[src/rtl/assert_macros.svh]
// Assertion helpers shared by the RTL.
`ifndef ASSERT_MACROS_SVH
`define ASSERT_MACROS_SVH

// Check an implication on every rising edge outside reset.
`define ASSERT_CLK(label, clk, rst, prop, msg) \
   label: assert property (@(posedge clk) disable iff (rst) prop) else $error(msg);

// Check that a condition never holds outside reset.
`define ASSERT_NEVER(label, clk, rst, cond, msg) \
   label: assert property (@(posedge clk) disable iff (rst) !(cond)) else $error(msg);

`endif

[src/rtl/ceu_pkg.sv]
`default_nettype none
package ceu_pkg;

   typedef enum logic [1:0] {
      OP_RAISE        = 2'd0,
      OP_HARD_RESET   = 2'd1,
      OP_SOFT_RESET   = 2'd2,
      OP_STATUS_WRITE = 2'd3
   } op_type;

   typedef enum logic [1:0] {
      VC_GENERAL     = 2'd0,
      VC_INTERRUPT   = 2'd1,
      VC_TLB_REFILL  = 2'd2,
      VC_CACHE_ERROR = 2'd3
   } vclass_type;

   // ExcCode values that touch more than Cause/EPC
   localparam logic [4:0] EXC_MOD        = 5'd1;
   localparam logic [4:0] EXC_TLB_LOAD   = 5'd2;
   localparam logic [4:0] EXC_TLB_STORE  = 5'd3;
   localparam logic [4:0] EXC_ADDR_LOAD  = 5'd4;
   localparam logic [4:0] EXC_ADDR_STORE = 5'd5;
   localparam logic [4:0] EXC_CPU        = 5'd11;

   // configuration register indexes
   localparam logic [1:0] CSR_EXCEPTION_BASE     = 2'd0;
   localparam logic [1:0] CSR_BOOT_VECTOR        = 2'd1;
   localparam logic [1:0] CSR_SPECIAL_INT_VECTOR = 2'd2;

   localparam logic [31:0] DEFAULT_BASE       = 32'h8000_0000;
   localparam logic [31:0] RESET_BOOT_VECTOR  = 32'hbfc0_0000;
   localparam logic [31:0] BASE_MASK          = 32'hffff_f000;
   localparam logic [31:0] CACHE_ERR_MASK     = 32'h1fff_f000;
   localparam logic [31:0] KSEG1_BASE         = 32'ha000_0000;
   localparam logic [31:0] OFF_GENERAL        = 32'h0000_0180;
   localparam logic [31:0] OFF_INTERRUPT      = 32'h0000_0200;
   localparam logic [31:0] OFF_CACHE_ERR      = 32'h0000_0100;
   localparam logic [31:0] OFF_BEV_GENERAL    = 32'h0000_0380;
   localparam logic [31:0] OFF_BEV_INTERRUPT  = 32'h0000_0400;
   localparam logic [31:0] OFF_BEV_TLB_REFILL = 32'h0000_0200;
   localparam logic [31:0] OFF_BEV_CACHE_ERR  = 32'h0000_0300;
   localparam logic [31:0] DELAY_SLOT_STEP    = 32'd4;

   typedef struct packed {
      op_type      op;
      logic [31:0] current_pc;
      logic        branch_delay;
      logic [4:0]  exception_code;
      vclass_type  vector_class;
      logic [31:0] exception_info;
      logic        write_exl;
      logic        write_erl;
      logic        write_bev;
   } req_type;

   typedef struct packed {
      logic [31:0] next_pc;
      logic [31:0] epc_value;
      logic [31:0] error_epc_value;
      logic [31:0] bad_address;
      logic [18:0] bad_page_pair;
      logic [4:0]  cause_code;
      logic        cause_delay_slot;
      logic [1:0]  cause_coprocessor;
      logic        exl_out;
      logic        erl_out;
      logic        bev_out;
      logic        link_cleared;
   } rsp_type;

   typedef struct packed {
      logic        enable;
      logic [1:0]  index;
      logic [31:0] data;
   } csr_write_type;

endpackage
`default_nettype wire

[src/rtl/ceu_vector.sv]
`default_nettype none
module ceu_vector (
   input  wire ceu_pkg::vclass_type vector_class,
   input  wire                      nested,
   input  wire                      bev,
   input  wire                      special_int_vector,
   input  wire [31:0]               exception_base,
   input  wire [31:0]               boot_vector,
   output logic [31:0]              vector
);

   logic [31:0] base_raw;
   logic [31:0] base;
   logic [31:0] general;

   always_comb begin
      base_raw = exception_base & ceu_pkg::BASE_MASK;
      // zero EBase falls back to the default kseg0 base
      base     = (base_raw == 32'd0) ? ceu_pkg::DEFAULT_BASE : base_raw;
      general  = bev ? boot_vector + ceu_pkg::OFF_BEV_GENERAL
                     : base + ceu_pkg::OFF_GENERAL;
      case (vector_class)
         ceu_pkg::VC_INTERRUPT: begin
            if (!special_int_vector) begin
               vector = general;
            end else begin
               vector = bev ? boot_vector + ceu_pkg::OFF_BEV_INTERRUPT
                            : base + ceu_pkg::OFF_INTERRUPT;
            end
         end
         ceu_pkg::VC_TLB_REFILL: begin
            if (nested) begin
               vector = general;
            end else begin
               vector = bev ? boot_vector + ceu_pkg::OFF_BEV_TLB_REFILL : base;
            end
         end
         ceu_pkg::VC_CACHE_ERROR: begin
            // cache errors run uncached through kseg1
            vector = bev ? boot_vector + ceu_pkg::OFF_BEV_CACHE_ERR
                         : ceu_pkg::KSEG1_BASE | (base & ceu_pkg::CACHE_ERR_MASK)
                           | ceu_pkg::OFF_CACHE_ERR;
         end
         default: begin
            vector = general;
         end
      endcase
   end

endmodule
`default_nettype wire

[src/rtl/ceu_state.sv]
`default_nettype none
module ceu_state (
   input  wire                    clock,
   input  wire                    reset,
   input  wire                    step,
   input  wire ceu_pkg::req_type  item,
   input  wire ceu_pkg::csr_write_type csr,
   output ceu_pkg::rsp_type       result
);

   // CP0 state
   logic        exl_ff, exl_in;
   logic        erl_ff, erl_in;
   logic        bev_ff, bev_in;
   logic [4:0]  code_ff, code_in;
   logic        bd_ff, bd_in;
   logic [1:0]  ce_ff, ce_in;
   logic [31:0] epc_ff, epc_in;
   logic [31:0] error_epc_ff, error_epc_in;
   logic [31:0] badva_ff, badva_in;
   logic [18:0] vpn2_ff, vpn2_in;
   // configuration
   logic [31:0] ebase_ff, ebase_in;
   logic [31:0] boot_ff, boot_in;
   logic        iv_ff, iv_in;

   logic [31:0] vector;
   logic [31:0] pc_adj;
   logic [31:0] next_pc;
   logic        cleared;

   ceu_vector u_vector (
      .vector_class       (item.vector_class),
      .nested             (exl_ff),
      .bev                (bev_ff),
      .special_int_vector (iv_ff),
      .exception_base     (ebase_ff),
      .boot_vector        (boot_ff),
      .vector             (vector)
   );

   always_comb begin
      exl_in       = exl_ff;
      erl_in       = erl_ff;
      bev_in       = bev_ff;
      code_in      = code_ff;
      bd_in        = bd_ff;
      ce_in        = ce_ff;
      epc_in       = epc_ff;
      error_epc_in = error_epc_ff;
      badva_in     = badva_ff;
      vpn2_in      = vpn2_ff;
      ebase_in     = ebase_ff;
      boot_in      = boot_ff;
      iv_in        = iv_ff;
      next_pc      = item.current_pc;
      cleared      = 1'b0;
      // point back at the branch when the fault sits in its delay slot
      pc_adj       = item.branch_delay ? item.current_pc - ceu_pkg::DELAY_SLOT_STEP
                                       : item.current_pc;

      if (step) begin
         case (item.op)
            ceu_pkg::OP_RAISE: begin
               cleared = 1'b1;
               code_in = item.exception_code;
               if (!exl_ff) begin
                  bd_in  = item.branch_delay;
                  epc_in = pc_adj;
               end
               if (item.exception_code == ceu_pkg::EXC_CPU) begin
                  ce_in = item.exception_info[1:0];
               end
               if (item.exception_code inside {ceu_pkg::EXC_ADDR_LOAD,
                                               ceu_pkg::EXC_ADDR_STORE}) begin
                  badva_in = item.exception_info;
               end
               if (item.exception_code inside {ceu_pkg::EXC_MOD, ceu_pkg::EXC_TLB_LOAD,
                                               ceu_pkg::EXC_TLB_STORE}) begin
                  badva_in = item.exception_info;
                  vpn2_in  = item.exception_info[31:13];
               end
               next_pc = vector;
               exl_in  = 1'b1;
            end
            ceu_pkg::OP_HARD_RESET: begin
               exl_in       = 1'b0;
               erl_in       = 1'b1;
               bev_in       = 1'b1;
               code_in      = 5'd0;
               bd_in        = 1'b0;
               ce_in        = 2'd0;
               epc_in       = 32'd0;
               error_epc_in = 32'd0;
               badva_in     = 32'd0;
               vpn2_in      = 19'd0;
               ebase_in     = ceu_pkg::DEFAULT_BASE;
               iv_in        = 1'b0;
               cleared      = 1'b1;
               next_pc      = boot_ff;
            end
            ceu_pkg::OP_SOFT_RESET: begin
               error_epc_in = pc_adj;
               bev_in       = 1'b1;
               erl_in       = 1'b1;
               if (!exl_ff) begin
                  bd_in = 1'b0;
               end
               cleared      = 1'b1;
               next_pc      = boot_ff;
            end
            default: begin
               exl_in = item.write_exl;
               erl_in = item.write_erl;
               bev_in = item.write_bev;
            end
         endcase
      end else if (csr.enable) begin
         case (csr.index)
            ceu_pkg::CSR_EXCEPTION_BASE:     ebase_in = csr.data;
            ceu_pkg::CSR_BOOT_VECTOR:        boot_in  = csr.data;
            ceu_pkg::CSR_SPECIAL_INT_VECTOR: iv_in    = csr.data[0];
            default: ;
         endcase
      end
   end

   always_ff @(posedge clock) begin
      if (reset) begin
         exl_ff       <= 1'b0;
         erl_ff       <= 1'b1;
         bev_ff       <= 1'b1;
         code_ff      <= 5'd0;
         bd_ff        <= 1'b0;
         ce_ff        <= 2'd0;
         epc_ff       <= 32'd0;
         error_epc_ff <= 32'd0;
         badva_ff     <= 32'd0;
         vpn2_ff      <= 19'd0;
         ebase_ff     <= ceu_pkg::DEFAULT_BASE;
         boot_ff      <= ceu_pkg::RESET_BOOT_VECTOR;
         iv_ff        <= 1'b0;
      end else begin
         exl_ff       <= exl_in;
         erl_ff       <= erl_in;
         bev_ff       <= bev_in;
         code_ff      <= code_in;
         bd_ff        <= bd_in;
         ce_ff        <= ce_in;
         epc_ff       <= epc_in;
         error_epc_ff <= error_epc_in;
         badva_ff     <= badva_in;
         vpn2_ff      <= vpn2_in;
         ebase_ff     <= ebase_in;
         boot_ff      <= boot_in;
         iv_ff        <= iv_in;
      end
   end

   always_comb begin
      result.next_pc           = next_pc;
      result.epc_value         = epc_in;
      result.error_epc_value   = error_epc_in;
      result.bad_address       = badva_in;
      result.bad_page_pair     = vpn2_in;
      result.cause_code        = code_in;
      result.cause_delay_slot  = bd_in;
      result.cause_coprocessor = ce_in;
      result.exl_out           = exl_in;
      result.erl_out           = erl_in;
      result.bev_out           = bev_in;
      result.link_cleared      = cleared;
   end

endmodule
`default_nettype wire

[src/rtl/cpu_exception_entry_unit_core.sv]
// Exception-entry unit of a MIPS32 coprocessor 0.
// Request channel (req_valid/req_stall/req_data): one word per event: raise an
//   exception, hard reset, soft reset or a Status write of EXL/ERL/BEV.
// Response channel (rsp_valid/rsp_stall/rsp_data): exactly one word per event,
//   carrying the fetch address (handler or boot vector) and the CP0 state
//   after the event.
// Config port (csr_write_enable/csr_index/csr_write_data): EBase, boot vector
//   and Cause.IV; write only while no event is in flight.
// Path: the request word is accepted into the input register, then passes
//   through vector select and state update into the response register.
// Throughput: one event per cycle while the response is not stalled.
// Stall: a stalled response holds; the input register still takes one more
//   word, then req_stall rises until the response is taken.
// Reset: clears the valid bits of both pipeline registers and returns CP0 state
//   and config to their power-up values (BEV=1, ERL=1, boot vector 0xBFC00000).
`default_nettype none
`include "assert_macros.svh"
module cpu_exception_entry_unit_core (
   input  wire                    clock,
   input  wire                    reset,
   input  wire                    req_valid,
   output logic                   req_stall,
   input  wire ceu_pkg::req_type  req_data,
   output logic                   rsp_valid,
   input  wire                    rsp_stall,
   output ceu_pkg::rsp_type       rsp_data,
   input  wire                    csr_write_enable,
   input  wire [1:0]              csr_index,
   input  wire [31:0]             csr_write_data
);

   // input register
   logic             in_valid_ff, in_valid_in;
   ceu_pkg::req_type in_data_ff;
   // response register
   logic             rsp_valid_ff, rsp_valid_in;
   ceu_pkg::rsp_type rsp_data_ff;

   ceu_pkg::rsp_type      result;
   ceu_pkg::csr_write_type csr;
   logic                  advance;

   // terms for the checks at the end
   logic                  rsp_blocked;
   logic                  raise_step;
   logic                  hard_step;
   logic                  clear_step;
   logic                  hard_ok;

   // advance the held word when the response slot is free or draining
   assign advance   = in_valid_ff && (!rsp_valid_ff || !rsp_stall);
   // hold off the sender only while the input register cannot move on
   assign req_stall = in_valid_ff && !advance;

   assign csr.enable = csr_write_enable;
   assign csr.index  = csr_index;
   assign csr.data   = csr_write_data;

   ceu_state u_state (
      .clock  (clock),
      .reset  (reset),
      .step   (advance),
      .item   (in_data_ff),
      .csr    (csr),
      .result (result)
   );

   always_comb begin
      in_valid_in = in_valid_ff;
      if (!req_stall) begin
         in_valid_in = req_valid;
      end
      rsp_valid_in = rsp_valid_ff;
      if (advance) begin
         rsp_valid_in = 1'b1;
      end else if (!rsp_stall) begin
         // drop the response once taken
         rsp_valid_in = 1'b0;
      end
   end

   always_ff @(posedge clock) begin
      if (reset) begin
         in_valid_ff  <= 1'b0;
         rsp_valid_ff <= 1'b0;
      end else begin
         in_valid_ff  <= in_valid_in;
         rsp_valid_ff <= rsp_valid_in;
      end
   end

   always_ff @(posedge clock) begin
      if (req_valid && !req_stall) begin
         in_data_ff <= req_data;
      end
      if (advance) begin
         rsp_data_ff <= result;
      end
   end

   assign rsp_valid = rsp_valid_ff;
   assign rsp_data  = rsp_data_ff;

   assign rsp_blocked = rsp_valid_ff && rsp_stall;
   assign raise_step  = advance && (in_data_ff.op == ceu_pkg::OP_RAISE);
   assign hard_step   = advance && (in_data_ff.op == ceu_pkg::OP_HARD_RESET);
   assign clear_step  = advance && (in_data_ff.op != ceu_pkg::OP_STATUS_WRITE);
   assign hard_ok     = rsp_data_ff.erl_out && rsp_data_ff.bev_out && !rsp_data_ff.exl_out;

   `ASSERT_CLK(a_stall_cause, clock, reset, req_stall |-> rsp_blocked, "stray input stall")
   `ASSERT_CLK(a_raise_sets_exl, clock, reset, raise_step |=> rsp_data_ff.exl_out, "EXL not set")
   `ASSERT_CLK(a_hard_reset_status, clock, reset, hard_step |=> hard_ok, "bad hard reset status")
   `ASSERT_CLK(a_link_set, clock, reset, clear_step |=> rsp_data.link_cleared, "link not cleared")

endmodule
`default_nettype wire
[config.mk]
export PLATFORM = sky130hd
export DESIGN_NAME = cpu_exception_entry_unit_core
export DESIGN_NICKNAME = d
export VERILOG_FILES = /design/src/rtl/ceu_pkg.sv /design/src/rtl/ceu_vector.sv /design/src/rtl/ceu_state.sv /design/src/rtl/cpu_exception_entry_unit_core.sv
export VERILOG_INCLUDE_DIRS = /design/src /design/src/rtl
export SDC_FILE = /design/constraint.sdc
export NUM_CORES = 1
export LEC_CHECK = 0
export ABC_AREA = 0
export BUFFER_PORTS_ARGS = -buffer_cell sky130_fd_sc_hd__buf_2
export CAP_MARGIN = 10
export CORE_MARGIN = 5
export CORE_UTILIZATION = 35
export DETAILED_ROUTE_END_ITERATION = 8
export PLACE_DENSITY = 0.54
export SETUP_SLACK_MARGIN = 0.05
export SYNTH_ARGS = -nofsm -noshare
export SYNTH_HDL_FRONTEND = slang
export SYNTH_SLANG_ARGS = --single-unit
[constraint.sdc]
create_clock -name clock -period 23.7 [get_ports clock]
set_clock_uncertainty 0.05 [all_clocks]
set_input_delay 4.74 -clock clock [delete_from_list [all_inputs] [get_ports clock]]
set_output_delay 4.74 -clock clock [all_outputs]
set_load 0.05 [all_outputs]
# --- Word-level counts from Yosys, hierarchy flattened ---
# Cells that the tools add are included.
totals:
  ff_bits: 429
  wordCells: 128
classes:
  n_addsub: 7
  eq_ne: 15
  n_mux: 48
  bitwise_logic: 1
  reduce_logical: 21
op_table:
  columns: ["op", "count"]
  rows:
  - ["two-way mux 32 bit", 18]
  - ["one-hot mux 32 bit (2 select lines)", 4]
  - ["adder 32 x 10 -> 32 bit, second input constant", 4]
  - ["one-hot mux 32 bit (3 select lines)", 1]
  - ["two-way mux 19 bit", 2]
  - ["one-hot mux 19 bit (2 select lines)", 1]
  - ["adder 32 x 11 -> 32 bit, second input constant", 1]
  - ["adder 32 x 9 -> 32 bit, second input constant", 1]
  - ["logical NOT 32 bit", 1]
  - ["subtractor 32 x 3 -> 32 bit, second input constant", 1]
  - ["two-way mux 1 bit", 13]
  - ["equality test 5 x 2 -> 1 bit, second input constant", 2]
  - ["equality test 5 x 3 -> 1 bit, second input constant", 2]
  - ["one-hot mux 5 bit (2 select lines)", 1]
  - ["AND reduction 3 bit", 3]
  - ["equality test 2 bit, second input constant", 4]
  - ["nonzero test 2 bit", 4]
  - ["equality test 2 x 1 -> 1 bit, second input constant", 3]
  - ["one-hot mux 1 bit (3 select lines)", 2]
  - ["equality test 5 x 1 -> 1 bit, second input constant", 1]
  - ["equality test 5 x 4 -> 1 bit, second input constant", 1]
  - ["two-way mux 5 bit", 1]
  - ["logical NOT 1 bit", 4]
  - ["logical NOT 2 bit", 2]
  - ["other kinds (10)", 15]

# --- Depth between registers and ports, before layout ---
depth:
  ltp_word: 7
  mapped_depth: 10

# --- Hierarchy ---
# From an unflattened synthesis, not the netlist that was laid out.
hier_totals:
  cells_unflattened: 1738
  area_unflattened_um2: 18596.6
by_module_without_submodules:
  columns: ["mod", "n_inst", "cells_per_inst", "area_each_um2"]
  rows:
  - ["ceu_state", 1, 1077, 8891.0]
  - ["cpu_exception_entry_unit_core", 1, 246, 7173.1]
  - ["ceu_vector", 1, 415, 2532.4]

# --- Worst setup path after synthesis ---
# Ideal clock, no wire load.
synth_path:
  kind: "input to register"
  from: "in rsp_stall"
  to: "reg rsp_data_ff, in the netlist rsp_data[5], data pin"
  setup_ns: 0.265
  arrival_ns: 11.220
  t_required_ns: 23.385
  path_slack_ns: 12.166
  path_stages: 6
  path_cell_list: "a21bo_2 clkbuf_1 inv_2 clkbuf_1 o21ai_1 a22o_1"
synth_lines:
  columns: ["item", "line", "rtl"]
  rows:
  - ["start, declared", "cpu_exception_entry_unit_core.sv:25", "input wire rsp_stall,"]
  - ["end signal, assigned", "cpu_exception_entry_unit_core.sv:97", "rsp_data_ff <= result;"]
  - ["end, declared", "cpu_exception_entry_unit_core.sv:37", "ceu_pkg::rsp_type rsp_data_ff;"]

# --- Worst setup path in the final report ---
layout_path:
  from: "in rsp_stall"
  to: "out req_stall"
layout_between:
  elab_chain_cells: 5
layout_rtl:
  columns: ["item", "line", "rtl"]
  rows:
  - ["logical NOT 1 bit", null, null]
  - ["logical OR 1 bit", "cpu_exception_entry_unit_core.sv:51", "assign advance = in_valid_ff && (!rsp_valid_ff || !rsp_stall);"]
  - ["logical AND 1 bit", "cpu_exception_entry_unit_core.sv:51", null]
  - ["logical NOT 1 bit", "cpu_exception_entry_unit_core.sv:53", "assign req_stall = in_valid_ff && !advance;"]
  - ["logical AND 1 bit", "cpu_exception_entry_unit_core.sv:53", null]
  - ["end, declared", "cpu_exception_entry_unit_core.sv:22", "output logic req_stall,"]
# Every way passes these cells.

==> impl_metrics.json <==
{
  "rsz0062_at_grt": "false",
  "fp.dieW_um": 233,
  "drive_above_1_share_pct": 21.4,
  "grt_pass1_vias": 12954,
  "post-dp-hpwl_um": 38700,
  "grt.busiest_layer": "met2",
  "cp.required_ps": 18910,
  "synth_cell_type_count": 84,
  "wl_per_cell_um": 22.2,
  "grt_util_met3_pct": 5.76,
  "track_usage_pct": 19.7,
  "synth.top_cell.area_share_pct": 40.8,
  "core-area_um2": 49100,
  "avgSynthCellArea_um2": 11.1,
  "synth_edf_count": 236,
  "p_per_area_nw_per_um2": 80.1,
  "synth-seq-area-share_pct": 61.7,
  "grt_max_degree": 66,
  "fp-row-count": 81,
  "hold_violations": 0,
  "numCtsBuffers": 45,
  "die_area_um2": 54200,
  "relSlewSlack_pct": 24.3,
  "cpPeakStageDelay_ps": 290,
  "reg2reg_to": "rsp_data[155]",
  "fin_crit_sh_pct": 42.9,
  "met2_usage_pct": 30.2,
  "tightest_slew_ps": 1130,
  "syn_to_final_growth_pct": 19.5,
  "setup.worst_path.end": "req_stall",
  "status": "finished clean",
  "io_buffer_count": 276,
  "cts.sinks": 417,
  "cts.clk_slew.worst_paths_ps": 60,
  "yosys_register_bits": 417,
  "die_h_um": 233,
  "cp-start-kind": "primary input",
  "cts_buffer_depth": 3,
  "yosys_warnings": 0,
  "crit_top_cell": "buf_2",
  "via_per_inst": 5.31,
  "async_flop_share_pct": 0,
  "final-setup-viol-count": 0,
  "fin_tns_setup_ps": 0,
  "insertion_delay_ps": 580,
  "nets": 1918,
  "drv_cap": 0,
  "crit_arrival_ps": 5370,
  "grt_pass1_wl_um": 81900,
  "worstSetupStartpoint": "rsp_stall",
  "hold_class": "reg -> reg",
  "start_util_pct": 35.4,
  "h-tree-depth": 2,
  "drtPass1Iterations": 6,
  "vdd_drop_max_v": 0.0000502,
  "power.leakage_nw": 7.74,
  "critical_path_buf_inv_count": 2,
  "cts_resized": 0,
  "timing.rr.start": "u_state.boot_ff[17]",
  "worstRegToRegCells": 6,
  "crit_chain": "buf_2 > and3_1 > buf_2",
  "crit_path_end_kind": "output port",
  "synthCells": 1561,
  "crit_cells": 3,
  "routabilityCongestion": 0.934,
  "drc": 0,
  "antenna_found_initial": 22,
  "slowest_stage": "buf_2",
  "hold_buffers": 0,
  "io_pins": 277,
  "synth.net_count": 1690,
  "synth_area_um2": 17400,
  "routed_wl_um": 55500,
  "crit_path_max_fanout": 3,
  "postCtsSetupRepairBufs": 0,
  "cts-root-buf": "clkbuf_16",
  "cpLargestDelayFamily": "buffers and inverters",
  "ant_nets": 0,
  "worst-r2r-setup-slack_ps": 20040,
  "overflow": 0,
  "fmax_mhz": 98.5,
  "met1_usage_pct": 27.0,
  "drt_iter0_drc": 1023,
  "critPathKind": "in -> out",
  "synth_area_leaders": "edfxtp_1 41%, dfxtp_1 21%, nand2_1 4.5%, nor2b_1 4.1%, a22o_1 3.6%",
  "vias": 13266,
  "cts_tree": "built",
  "yosys_most_used_dff": "edfxtp_1",
  "synth_top_area_cell": "edfxtp_1",
  "hold_ws_ps": 400,
  "slew_violations": 0,
  "min_period_ps": 10160
}
==> tightest hold or removal path, stage by stage, from the launching register on <==
cell and delay [ps]:
dfxtp_1 320, nand2_1 40, o21ai_0 50
==> state kept, by name (all words and copies together) (netlist names), 2 cells and up <==
register	cells
in_data_ff	77
u_state.epc_ff	32
u_state.vpn2_ff	19
u_state.ce_ff	2
u_state.error_epc_ff	32
u_state.code_ff	5
u_state.ebase_ff	20
u_state.badva_ff	32
u_state.boot_ff	32
rsp_data	159
==> where the power goes <==
part	switching [W]	leakage, nW	internal, W
Clock	0.000288	0.713	0.000404
Combinational	0.000115	3.28	0.0000406
Sequential	0.0000213	3.75	0.000794
==> layout by cell type (no fill, tap or decap), drive strengths merged, types with 6 or more instances in the layout <==
cell type / Yosys / routed
a221oi: 8 / 8
a31oi: 8 / 8
nand4: 20 / 20
nand3: 25 / 25
o211ai: 6 / 6
buf: 20 / 293
clkbuf: 92 / 69
dfxtp: 181 / 181
nor2: 71 / 71
or2: 7 / 7
edfxtp: 236 / 236
o22ai: 6 / 6
nor3: 19 / 19
o21ai: 115 / 115
nand2: 210 / 210
and2: 12 / 12
o221ai: 12 / 12
xnor2: 19 / 19
clkinv: 0 / 8
nor4: 19 / 19
o21bai: 6 / 6
a21oi: 90 / 90
a22o: 72 / 72
xor2: 24 / 24
nor2b: 113 / 113
and3: 10 / 10
inv: 17 / 20
diode: 0 / 8
a22oi: 28 / 28
nand3b: 10 / 10
nand2b: 11 / 11
ha: 13 / 13
==> cell usage after synthesis (all sizes together) (13+ instances only) <==
cell,count
nand2,210
nor3,19
inv,17
nor2b,113
clkbuf,92
buf,20
xnor2,19
a22o,72
xor2,24
nand4,20
o21ai,115
a21oi,90
nor4,19
edfxtp,236
nor2,71
nand3,25
dfxtp,181
ha,13
a22oi,28
==> layer usage <==
| layer | vias to the layer above | routed length [um] |
|---|---|---|
| met5 | - | 188 |
| met3 | 108 | 4730 |
| met4 | 28 | 1520 |
| met2 | 509 | 24900 |
| met1 | 6450 | 24200 |
| li1 | 6171 | - |
==> cells by family (layout without fill, tap and decap cells) <==
kind of cell,after synthesis,in the layout,synth area share [%]
AOI/OAI and AO/OA,397,397,15.1
muxes,6,6,0.368
and+or+nand+nor,556,556,16.6
other,0,8,0
adders and majority gates,13,13,0.937
buffers and inverters,129,392,3.06
DFF,417,417,61.7
xor gates and xnor gates,43,43,2.21
==> stage by stage <==
stage | cells | area, um^2 | worst slack [ps] | total power (W) | utilization, %
2_1_floorplan | 1561 | 17400 | 12170 | 0.000930 | -
3_5_place_dp | 2406 | 19300 | 13540 | 0.000985 | 39.3
5_1_grt | 2494 | 20700 | 13520 | 0.00172 | 42.3
6_report | 2496 | 20700 | 13540 | 0.00166 | 42.3
4_1_cts | 2488 | 20700 | 13540 | 0.00168 | 42.2
3_3_place_gp | 2406 | 19300 | 13550 | 0.000984 | 39.3
==> area by class of cell <==
cell class                 instances  area [um^2]
fill                            4783        28300
antenna                            8         20.0
clock inverter                    13          146
clock buffer                      69         1310
timing repair buffer             293         1510
sequential                       417        10700
inverter                          17         68.8
tap                              664          831
multi-input combinational       1015         6150
==> worst min path at each step <==
stage | end | start | slack, ps | depth (start not counted)
6_report | u_state.epc_ff[25] | u_state.epc_ff[25] | 400 | 2
2_1_floorplan | u_state.epc_ff[21] | u_state.epc_ff[21] | 370 | 2
4_1_cts | u_state.epc_ff[25] | u_state.epc_ff[25] | 410 | 2
5_1_grt | u_state.epc_ff[31] | u_state.epc_ff[31] | 420 | 2
3_5_place_dp | u_state.epc_ff[25] | u_state.epc_ff[25] | 390 | 2
3_3_place_gp | u_state.epc_ff[26] | u_state.epc_ff[26] | 380 | 2
(Power assumes the default switching activity.)
